===== src/rtl/core/ttafd_pkg.sv =====
`timescale 1ns / 1ps
// ----------------------------------------------------------------------------
// ttafd_pkg: shared types and constants for the two-tap ADPCM frame decoder
// Input and output words, the command word between front and back, codes.
// ----------------------------------------------------------------------------
package ttafd_pkg;

    // frame geometry
    localparam int CODES_PER_FRAME = 14;
    localparam int IDX_W           = $clog2(CODES_PER_FRAME);
    localparam int CODES_W         = 4 * CODES_PER_FRAME;

    // item kinds
    localparam logic [1:0] KIND_FRAME   = 2'd0;
    localparam logic [1:0] KIND_PAD     = 2'd1;
    localparam logic [1:0] KIND_RESTART = 2'd2;

    // configuration register indexes
    localparam logic [2:0] CFG_COEF_LO     = 3'd0;
    localparam logic [2:0] CFG_COEF_MID_LO = 3'd1;
    localparam logic [2:0] CFG_COEF_MID_HI = 3'd2;
    localparam logic [2:0] CFG_COEF_HI     = 3'd3;
    localparam logic [2:0] CFG_HIST_NEWER  = 3'd4;
    localparam logic [2:0] CFG_HIST_OLDER  = 3'd5;
    localparam logic [2:0] CFG_LIMIT       = 3'd6;

    // command queue geometry
    localparam int QUEUE_DEPTH = 2;
    localparam int QPTR_W      = $clog2(QUEUE_DEPTH);

    // input word
    typedef struct packed {
        logic [1:0]         kind;
        logic [7:0]         frame_header;
        logic [CODES_W-1:0] frame_codes;
    } t_in_word;

    // output word
    typedef struct packed {
        logic signed [15:0] pcm_sample;
        logic               run_last;
        logic               channel_done;
    } t_out_word;

    // classified command handed from front to back
    typedef struct packed {
        logic [1:0]         op;
        logic [3:0]         shift;
        logic signed [15:0] c1;
        logic signed [15:0] c2;
        logic [CODES_W-1:0] codes;
    } t_cmd;

    // queue status seen by front and back
    typedef struct packed {
        logic full;
        logic empty;
    } t_q_status;

endpackage


===== src/rtl/core/ttafd_front.sv =====
`timescale 1ns / 1ps
// ----------------------------------------------------------------------------
// ttafd_front: input acceptance and item classification
// Picks the coefficient pair and scale shift and forms a command word.
// ----------------------------------------------------------------------------
module ttafd_front (
    input  ttafd_pkg::t_in_word     i_in_word,
    input  logic                    i_in_valid,
    output logic                    o_in_stall,
    input  logic [3:0][63:0]        i_coef,
    input  ttafd_pkg::t_q_status    i_q_status,
    output logic                    o_push,
    output ttafd_pkg::t_cmd         o_cmd
);
    import ttafd_pkg::*;

    logic [3:0]  w_pred;
    logic [63:0] w_reg;
    logic        w_keep;

    // stall only on a full queue; kind three is taken and dropped
    assign o_in_stall = i_q_status.full;
    assign o_push     = i_in_valid && !i_q_status.full && w_keep;

    // predictor select, out-of-range indexes fall back to pair 0
    always_comb begin
        w_pred = i_in_word.frame_header[7:4];
        if (w_pred[3]) begin
            w_pred = 4'd0;
        end
        w_reg = i_coef[w_pred[2:1]];
    end

    // decode kind
    always_comb begin
        unique case (i_in_word.kind)
            KIND_FRAME, KIND_PAD, KIND_RESTART: w_keep = 1'b1;
            default:                            w_keep = 1'b0;
        endcase
    end

    // command word
    always_comb begin
        o_cmd.op    = i_in_word.kind;
        o_cmd.shift = i_in_word.frame_header[3:0];
        o_cmd.c1    = w_pred[0] ? w_reg[47:32] : w_reg[15:0];
        o_cmd.c2    = w_pred[0] ? w_reg[63:48] : w_reg[31:16];
        o_cmd.codes = i_in_word.frame_codes;
    end

endmodule


===== src/rtl/core/ttafd_queue.sv =====
`timescale 1ns / 1ps
// ----------------------------------------------------------------------------
// ttafd_queue: short command queue between front and back
// Lets the front take a new item while the back is still decoding.
// ----------------------------------------------------------------------------
module ttafd_queue (
    input  logic                    i_clk,
    input  logic                    i_rst_n,
    input  logic                    i_push,
    input  ttafd_pkg::t_cmd         i_cmd,
    input  logic                    i_pop,
    output ttafd_pkg::t_cmd         o_cmd,
    output ttafd_pkg::t_q_status    o_status
);
    import ttafd_pkg::*;

    t_cmd              r_mem [QUEUE_DEPTH];
    logic [QPTR_W-1:0] r_wr;
    logic [QPTR_W-1:0] r_rd;
    logic [QPTR_W:0]   r_count;

    assign o_status.full  = (r_count == (QPTR_W + 1)'(QUEUE_DEPTH));
    assign o_status.empty = (r_count == '0);
    assign o_cmd          = r_mem[r_rd];

    // pointers and fill level
    always_ff @(posedge i_clk) begin
        if (!i_rst_n) begin
            r_wr    <= '0;
            r_rd    <= '0;
            r_count <= '0;
        end else begin
            if (i_push) begin
                r_wr <= r_wr + 1'b1;
            end
            if (i_pop) begin
                r_rd <= r_rd + 1'b1;
            end
            if (i_push && !i_pop) begin
                r_count <= r_count + 1'b1;
            end else if (!i_push && i_pop) begin
                r_count <= r_count - 1'b1;
            end
        end
    end

    // storage
    always_ff @(posedge i_clk) begin
        if (i_push) begin
            r_mem[r_wr] <= i_cmd;
        end
    end

endmodule


===== src/rtl/core/ttafd_back.sv =====
`timescale 1ns / 1ps
// ----------------------------------------------------------------------------
// ttafd_back: sample sequencer with history, count and output register
// Runs one command at a time; frame samples go through S_MUL, then S_ACC.
// ----------------------------------------------------------------------------
module ttafd_back #(
    parameter int COUNT_WIDTH = 24
) (
    input  logic                    i_clk,
    input  logic                    i_rst_n,
    input  ttafd_pkg::t_cmd         i_cmd,
    input  logic                    i_cmd_valid,
    output logic                    o_cmd_pop,
    input  logic signed [15:0]      i_start_newer,
    input  logic signed [15:0]      i_start_older,
    input  logic [COUNT_WIDTH-1:0]  i_limit,
    output ttafd_pkg::t_out_word    o_out_word,
    output logic                    o_out_valid,
    input  logic                    i_out_stall
);
    import ttafd_pkg::*;

    localparam logic [1:0] S_IDLE = 2'd0;
    localparam logic [1:0] S_MUL  = 2'd1;
    localparam logic [1:0] S_ACC  = 2'd2;
    localparam logic [1:0] S_PAD  = 2'd3;
    localparam logic [IDX_W-1:0] LAST_IDX = IDX_W'(CODES_PER_FRAME - 1);

    logic [1:0]             r_state;
    logic [COUNT_WIDTH:0]   r_cnt;
    logic [IDX_W-1:0]       r_idx;
    logic signed [15:0]     r_hn;
    logic signed [15:0]     r_ho;
    logic signed [15:0]     r_c1;
    logic signed [15:0]     r_c2;
    logic [3:0]             r_shift;
    logic [CODES_W-1:0]     r_codes;
    logic signed [31:0]     r_p1;
    logic signed [31:0]     r_p2;
    t_out_word              r_out_word;
    logic                   r_out_valid;

    logic                   w_below;
    logic                   w_free;
    logic                   w_emit;
    logic [COUNT_WIDTH:0]   w_cnt_inc;
    logic                   w_done;
    logic                   w_last;
    logic [33:0]            w_code_term;
    logic [4:0]             w_shamt;
    logic signed [33:0]     w_sum;
    logic signed [22:0]     w_q;
    logic signed [15:0]     w_sample;

    assign o_out_word  = r_out_word;
    assign o_out_valid = r_out_valid;

    // control terms
    always_comb begin
        o_cmd_pop = (r_state == S_IDLE) && i_cmd_valid;
        w_below   = r_cnt < {1'b0, i_limit};
        w_free    = !r_out_valid || !i_out_stall;
        w_emit    = ((r_state == S_ACC) || (r_state == S_PAD)) && w_free;
        w_cnt_inc = r_cnt + 1'b1;
        w_done    = (w_cnt_inc == {1'b0, i_limit});
        w_last    = (r_idx == LAST_IDX) || w_done;
    end

    // sample: floor((code << (shift+11)) + 1024 + p1 + p2) / 2048, saturated
    always_comb begin
        w_shamt     = {1'b0, r_shift} + 5'd11;
        w_code_term = {{30{r_codes[CODES_W-1]}}, r_codes[CODES_W-1 -: 4]} << w_shamt;
        w_sum       = $signed(w_code_term) + 34'sd1024
                    + {{2{r_p1[31]}}, r_p1} + {{2{r_p2[31]}}, r_p2};
        w_q         = w_sum[33:11];
        if (w_q > 23'sd32767) begin
            w_sample = 16'sh7FFF;
        end else if (w_q < -23'sd32768) begin
            w_sample = 16'sh8000;
        end else begin
            w_sample = w_q[15:0];
        end
    end

    // sequencer
    always_ff @(posedge i_clk) begin
        if (!i_rst_n) begin
            r_state     <= S_IDLE;
            r_out_valid <= 1'b0;
            r_cnt       <= '0;
            r_hn        <= '0;
            r_ho        <= '0;
        end else begin
            if (w_emit) begin
                r_out_valid <= 1'b1;
            end else if (!i_out_stall) begin
                r_out_valid <= 1'b0;
            end
            unique case (r_state)
                S_IDLE: begin
                    if (o_cmd_pop) begin
                        case (i_cmd.op)
                            KIND_RESTART: begin
                                r_hn  <= i_start_newer;
                                r_ho  <= i_start_older;
                                r_cnt <= '0;
                            end
                            KIND_FRAME: begin
                                if (w_below) begin
                                    r_state <= S_MUL;
                                end
                            end
                            KIND_PAD: begin
                                if (w_below) begin
                                    r_state <= S_PAD;
                                end
                            end
                            default: ;
                        endcase
                    end
                end
                S_MUL: begin
                    r_state <= S_ACC;
                end
                S_ACC: begin
                    if (w_free) begin
                        r_hn    <= w_sample;
                        r_ho    <= r_hn;
                        r_cnt   <= w_cnt_inc;
                        r_state <= w_last ? S_IDLE : S_MUL;
                    end
                end
                S_PAD: begin
                    if (w_free) begin
                        r_cnt   <= w_cnt_inc;
                        r_state <= w_last ? S_IDLE : S_PAD;
                    end
                end
                default: r_state <= S_IDLE;
            endcase
        end
    end

    // working payload
    always_ff @(posedge i_clk) begin
        if (o_cmd_pop) begin
            r_idx   <= '0;
            r_c1    <= i_cmd.c1;
            r_c2    <= i_cmd.c2;
            r_shift <= i_cmd.shift;
            r_codes <= i_cmd.codes;
        end else if (w_emit) begin
            r_idx   <= r_idx + 1'b1;
            r_codes <= {r_codes[CODES_W-5:0], 4'b0000};
        end
        if (r_state == S_MUL) begin
            r_p1 <= r_c1 * r_hn;
            r_p2 <= r_c2 * r_ho;
        end
        if (w_emit) begin
            r_out_word.pcm_sample   <= (r_state == S_ACC) ? w_sample : 16'sd0;
            r_out_word.run_last     <= w_last;
            r_out_word.channel_done <= w_done;
        end
    end

endmodule


===== src/rtl/core/two_tap_adpcm_frame_decoder.sv =====
`timescale 1ns / 1ps
// ----------------------------------------------------------------------------
// two_tap_adpcm_frame_decoder: 4-bit two-tap predictive ADPCM decoder
// Config registers, front classifier, command queue and sample sequencer.
// ----------------------------------------------------------------------------
// Usage:
//  Input words (frame, pad, restart) enter on i_in_valid / o_in_stall. A word
//  is taken on any edge with valid high and stall low; stall rises only when
//  the two-entry command queue is full.
//  Decoded samples leave on o_out_valid / i_out_stall from one output
//  register; while the receiver stalls, the word holds and the sequencer
//  waits with its history unchanged.
//  Registers are written on i_cfg_valid with o_cfg_ready, which is always
//  high; write them only while the decoder is idle.
//  Sequencing: a frame passes each sample through a multiply state, then an
//  accumulate-and-saturate state, a loop closed through the sample history;
//  a pad emits its zero samples from one state; a restart, or a frame or pad
//  past the limit, is finished in the idle state of the sequencer; a kind
//  three word is dropped at the input.
//  Reset (synchronous, active low) clears registers, history, sample count,
//  the queue and the output valid flag.
// ----------------------------------------------------------------------------
module two_tap_adpcm_frame_decoder #(
    parameter int COUNT_WIDTH = 24
) (
    input  logic                    i_clk,
    input  logic                    i_rst_n,
    input  ttafd_pkg::t_in_word     i_in_word,
    input  logic                    i_in_valid,
    output logic                    o_in_stall,
    output ttafd_pkg::t_out_word    o_out_word,
    output logic                    o_out_valid,
    input  logic                    i_out_stall,
    input  logic                    i_cfg_valid,
    output logic                    o_cfg_ready,
    input  logic [2:0]              i_cfg_index,
    input  logic [63:0]             i_cfg_data
);
    import ttafd_pkg::*;

    logic [3:0][63:0]       r_coef;
    logic signed [15:0]     r_start_newer;
    logic signed [15:0]     r_start_older;
    logic [COUNT_WIDTH-1:0] r_limit;

    t_cmd       w_front_cmd;
    t_cmd       w_q_cmd;
    t_q_status  w_q_status;
    logic       w_push;
    logic       w_pop;

    assign o_cfg_ready = 1'b1;

    // configuration registers
    always_ff @(posedge i_clk) begin
        if (!i_rst_n) begin
            r_coef        <= '0;
            r_start_newer <= '0;
            r_start_older <= '0;
            r_limit       <= '0;
        end else if (i_cfg_valid && o_cfg_ready) begin
            case (i_cfg_index)
                CFG_COEF_LO:     r_coef[0]     <= i_cfg_data;
                CFG_COEF_MID_LO: r_coef[1]     <= i_cfg_data;
                CFG_COEF_MID_HI: r_coef[2]     <= i_cfg_data;
                CFG_COEF_HI:     r_coef[3]     <= i_cfg_data;
                CFG_HIST_NEWER:  r_start_newer <= i_cfg_data[15:0];
                CFG_HIST_OLDER:  r_start_older <= i_cfg_data[15:0];
                CFG_LIMIT:       r_limit       <= i_cfg_data[COUNT_WIDTH-1:0];
                default: ;
            endcase
        end
    end

    // front: accept and classify
    ttafd_front u_front (
        .i_in_word  (i_in_word),
        .i_in_valid (i_in_valid),
        .o_in_stall (o_in_stall),
        .i_coef     (r_coef),
        .i_q_status (w_q_status),
        .o_push     (w_push),
        .o_cmd      (w_front_cmd)
    );

    // command queue
    ttafd_queue u_queue (
        .i_clk    (i_clk),
        .i_rst_n  (i_rst_n),
        .i_push   (w_push),
        .i_cmd    (w_front_cmd),
        .i_pop    (w_pop),
        .o_cmd    (w_q_cmd),
        .o_status (w_q_status)
    );

    // back: sample sequencer
    ttafd_back #(
        .COUNT_WIDTH (COUNT_WIDTH)
    ) u_back (
        .i_clk         (i_clk),
        .i_rst_n       (i_rst_n),
        .i_cmd         (w_q_cmd),
        .i_cmd_valid   (!w_q_status.empty),
        .o_cmd_pop     (w_pop),
        .i_start_newer (r_start_newer),
        .i_start_older (r_start_older),
        .i_limit       (r_limit),
        .o_out_word    (o_out_word),
        .o_out_valid   (o_out_valid),
        .i_out_stall   (i_out_stall)
    );

    // a sample that reaches the limit always closes its item's run
    a_done_is_last: assert property (@(posedge i_clk) disable iff (!i_rst_n)
        o_out_valid && o_out_word.channel_done |-> o_out_word.run_last)
        else $error("channel_done without run_last");

    // a full queue must hold off the input side
    a_full_stalls: assert property (@(posedge i_clk) disable iff (!i_rst_n)
        w_q_status.full |-> o_in_stall && !w_push && !w_q_status.empty)
        else $error("push into full command queue");

    // the back never pops an empty queue
    a_no_empty_pop: assert property (@(posedge i_clk) disable iff (!i_rst_n)
        w_pop |-> !w_q_status.empty)
        else $error("pop from empty command queue");

endmodule

===== config.mk =====
export PLATFORM = sky130hd
export DESIGN_NAME = two_tap_adpcm_frame_decoder
export DESIGN_NICKNAME = d
export VERILOG_FILES = /design/src/rtl/core/ttafd_pkg.sv /design/src/rtl/core/ttafd_front.sv /design/src/rtl/core/ttafd_queue.sv /design/src/rtl/core/ttafd_back.sv /design/src/rtl/core/two_tap_adpcm_frame_decoder.sv
export SDC_FILE = /design/constraint.sdc
export NUM_CORES = 2
export LEC_CHECK = 0
export ABC_AREA = 1
export BUFFER_PORTS_ARGS = -buffer_cell sky130_fd_sc_hd__buf_2
export CAP_MARGIN = 20
export CORE_ASPECT_RATIO = 0.75
export CORE_MARGIN = 1
export CORE_UTILIZATION = 53
export CTS_CLUSTER_DIAMETER = 30
export DETAILED_ROUTE_END_ITERATION = 10
export HOLD_SLACK_MARGIN = 0.06
export PLACE_DENSITY_LB_ADDON = 0.05
export SLEW_MARGIN = 25
export SYNTH_ARGS = -nofsm -noshare
export SYNTH_HDL_FRONTEND = slang
export SYNTH_SLANG_ARGS = --single-unit
export TNS_END_PERCENT = 50

===== constraint.sdc =====
create_clock -name i_clk -period 8.2 [get_ports i_clk]
set_clock_uncertainty 0.1 [all_clocks]
set_input_delay 0 -clock i_clk [delete_from_list [all_inputs] [get_ports i_clk]]
set_output_delay 0 -clock i_clk [all_outputs]
set_load 0.02 [all_outputs]

==> results.cfg <==
[hold_path]
hp-class = in -> reg
whs_path_depth = 4
holdPathEnd = r_coef[171]$_SDFFE_PN0P_
min-delay-start = i_cfg_data[43]

[setup_path]
critPathKind = reg -> reg
cp_common_cell = fa_1
arrival_ns = 7.02
rrSetupSlack_ns = 1.57
cp_top_family = adder cells
end_kind = flop
slowest_delay_ns = 0.83
worstSetupStartpointType = flop
r2r-start = u_back.r_hn[1]$_SDFFE_PN0P_
r2r-end = u_back.r_p1[28]$_DFFE_PP_
cp_num_buf_inv = 3
critPathSlowestCell = dfxtp_1
r2r_cells = 21
path_max_fanout = 18
crit_required_ns = 8.59
cp_num_cells = 21
crit_path_cell_trace = nand2_1, inv_1, fa_1, inv_1, fa_1, fa_1, fa_1, fa_1, inv_1, fa_1, ha_1, nand4_1, nor3_1, nand4_1, nand3_1, nand2_1, nand2_1, a21boi_0, o21ai_0, a21oi_1, xnor2_1

[clocking]
insertion_delay_ns = 0.77
clk_path_buf_depth = 3
clkSinkCount = 743
ctsResizeCount = 0
cts_root_buffer = clkbuf_16
cts_setup_buffers = 0
clkTransAtPathRegs_ns = 0.05
htree_levels = 4
cts_buffers = 138
ctsHoldBuffers = 258
cts_tree = done

[run_status]
violations = DRC
status = finished, violations left

[synthesis]
ys_ff_latch = 743
synth-main-ff-cell = dfxtp_1
async_flop_share_pct = 0
yosysUniqueCellTypes = 57
synth_edf_count = 362
synth_area_per_cell_um2 = 8.44
synth_seq_area_share_pct = 34.4
syn_inst = 6361
syn_area_mm2 = 0.0537
synth_warnings = 0

[grt]
antenna_found_initial = 15
track_usage_pct = 31.0
grt_overflow = 0
grt_pass1_vias = 42600
grt_max_degree = 155
grt_pass1_wl_um = 245000

[cells_and_area]
drive_above_1_share_pct = 7.92
seqCellArea_mm2 = 0.0185
multi_input_comb_area_mm2 = 0.0297
area_growth_pct = 17.4
fillers = 8631
nets = 7602

[detailed_routing]
routedWlPerCell_um = 19.2
vias_per_cell = 5.28
drtIter0Drc = 3822
drtPass1Iterations = 9
wl_um = 155000
drc = 6
drt.antenna.violating_nets = 0
via_count = 42800

[place]
hpwl_um = 109000
gp_routability_congestion = 0.922
numPortBuffers = 157

[timing]
report.final.slew_viol_count = 0
fmax_mhz = 151
setup-tns-final_ns = 0
fin_crit_ns = 6.63
hold_violations = 0
setup_viol = 0
rsz0062_at_grt = false
fin_crit_sh_pct = 80.9
worst_pin_slew_ns = 1.09
slew_headroom_pct = 27.5

[die]
die_x_um = 370
core.rowCount = 100
die-height_um = 278
start_util_pct = 53.8
num_io_pins = 159
dieArea_mm2 = 0.103
core_mm2 = 0.0998

[run]
maxCapViolations = 0
==> cell usage after synthesis (3+ instances only) <==
| master | count | area (um^2) |
|---|---|---|
| nand2_1 | 1333 | 5000 |
| inv_1 | 1168 | 4380 |
| nor2_1 | 644 | 2420 |
| fa_1 | 556 | 11100 |
| o21ai_0 | 447 | 2240 |
| dfxtp_1 | 381 | 7630 |
| edfxtp_1 | 362 | 10900 |
| a21oi_1 | 301 | 1510 |
| clkbuf_1 | 292 | 1100 |
| ha_1 | 255 | 3190 |
| a31oi_1 | 105 | 657 |
| nand3_1 | 89 | 445 |
| xor2_1 | 68 | 596 |
| o211ai_1 | 67 | 503 |
| nor3_1 | 48 | 240 |
| xnor2_1 | 40 | 350 |
| a211oi_1 | 34 | 255 |
| or2_2 | 34 | 213 |
| nand4_1 | 20 | 125 |
| nand2_2 | 17 | 106 |
| a21oi_2 | 11 | 96.3 |
| o21bai_1 | 9 | 67.6 |
| inv_2 | 6 | 22.5 |
| nor2_2 | 6 | 37.5 |
| nor4_1 | 6 | 37.5 |
| a21boi_0 | 4 | 30.0 |
| a21o_1 | 4 | 30.0 |
| buf_1 | 4 | 15.0 |
| buf_2 | 4 | 20.0 |
| clkinv_1 | 4 | 15.0 |
| nand3b_1 | 4 | 30.0 |
| o21a_1 | 4 | 30.0 |
| and3_1 | 3 | 18.8 |
==> registers in the layout, summed over array words and instances, names as in the netlist, named ones only <==
| signal | count |
|---|---|
| u_back.r_cnt | 25 |
| u_back.r_shift | 4 |
| u_back.o_out_word | 18 |
| u_back.r_hn | 16 |
| r_coef | 256 |
| u_queue.r_wr | 1 |
| u_back.r_c1 | 16 |
| u_back.r_codes | 56 |
| u_back.r_ho | 16 |
| u_back.r_idx | 4 |
| u_back.r_state | 2 |
| u_queue.r_count | 2 |
| u_back.r_p2 | 32 |
| r_start_older | 16 |
| u_back.o_out_valid | 1 |
| u_back.r_c2 | 16 |
| u_queue.r_rd | 1 |
| u_back.r_p1 | 32 |
| u_queue.r_mem | 188 |
| r_start_newer | 16 |
| r_limit | 24 |
==> per-stage QoR <==
stage               std cells  setup slack (ns)  hold slack (ns)  cell area (um^2)  utilization [%]
floorplan                6364              2.14         -0.00113             53700                -
finish                   8097              1.57           0.0976             63000             63.1
detailed placement       7580              1.54           0.0907             55400             55.5
CTS                      8091              1.55           0.0601             63000             63.1
global placement         7580              1.64           0.0869             55400             55.5
global route             8093              1.12           0.0821             63000             63.1
==> cells in the final DEF (no fill, tap or decap), types with 15 or more instances in the layout <==
cell type / count
nand2_1: 1331
dlygate4sd3_1: 258
clkinv_2: 21
nand2_2: 18
nand4_1: 20
a211oi_1: 34
a21oi_1: 301
a31oi_1: 105
or2_2: 34
clkinv_4: 16
buf_4: 34
nor2_1: 634
xnor2_1: 40
ha_1: 255
buf_2: 156
xor2_1: 68
inv_1: 1166
bufinv_16: 15
o211ai_1: 67
fa_1: 556
o21ai_0: 447
edfxtp_1: 362
nand3_1: 88
dfxtp_1: 380
nor3_1: 48
clkbuf_16: 143
==> cell families (layout without fill, tap and decap cells) <==
kind of cell	after synthesis	after routing	synth area share, %
buf+inv	1485	1887	10.4
xor+xnor	110	110	1.83
mux	2	2	0.0373
other cells	2	10	0.0140
compound gates	996	996	10.3
simple gates	2212	2212	16.3
fa+ha+maj	811	811	26.7
flops	743	743	34.4
==> how the worst max path moves through the flow <==
stage | to | start | slack, ns
global placement | u_back.r_p1[28]$_DFFE_PP_ | u_back.r_hn[1]$_SDFFE_PN0P_ | 1.64
global route | u_back.r_p1[31]$_DFFE_PP_ | u_back.r_hn[1]$_SDFFE_PN0P_ | 1.12
finish | u_back.r_p1[28]$_DFFE_PP_ | u_back.r_hn[1]$_SDFFE_PN0P_ | 1.57
floorplan | u_back.r_p1[28]$_DFFE_PP_ | u_back.r_hn[1]$_SDFFE_PN0P_ | 2.14
CTS | u_back.r_p1[28]$_DFFE_PP_ | u_back.r_hn[1]$_SDFFE_PN0P_ | 1.55
detailed placement | u_back.r_p1[28]$_DFFE_PP_ | u_back.r_hn[1]$_SDFFE_PN0P_ | 1.54
==> worst min-delay path, stage by stage <==
cell and delay, ns:
dlygate4sd3_1 0.60, buf_2 0.16, nor2_1 0.05, nor2_1 0.08
==> area by class of cell <==
class | count | area share (%)
Clock inverter | 85 | 1.90
Timing Repair Buffer | 455 | 5.91
Inverter | 1179 | 7.04
Sequential cell | 743 | 29.4
Clock buffer | 168 | 6.03
Multi-Input combinational cell | 4136 | 47.1
Tap cell | 1326 | 2.63
Antenna cell | 5 | 0.0199
==> routing by layer <==
metal,GRT usage (%),vias to the layer above,wire length [um]
met3,6.62,199,13100
met2,45.2,1567,65100
li1,-,20500,-
met1,46.3,20500,73000
met5,0,-,55
met4,9.13,8,3910
Power is left out: the tool's default activity adds up to more than one toggle a clock period on the data nets, which glitch-free logic cannot reach.
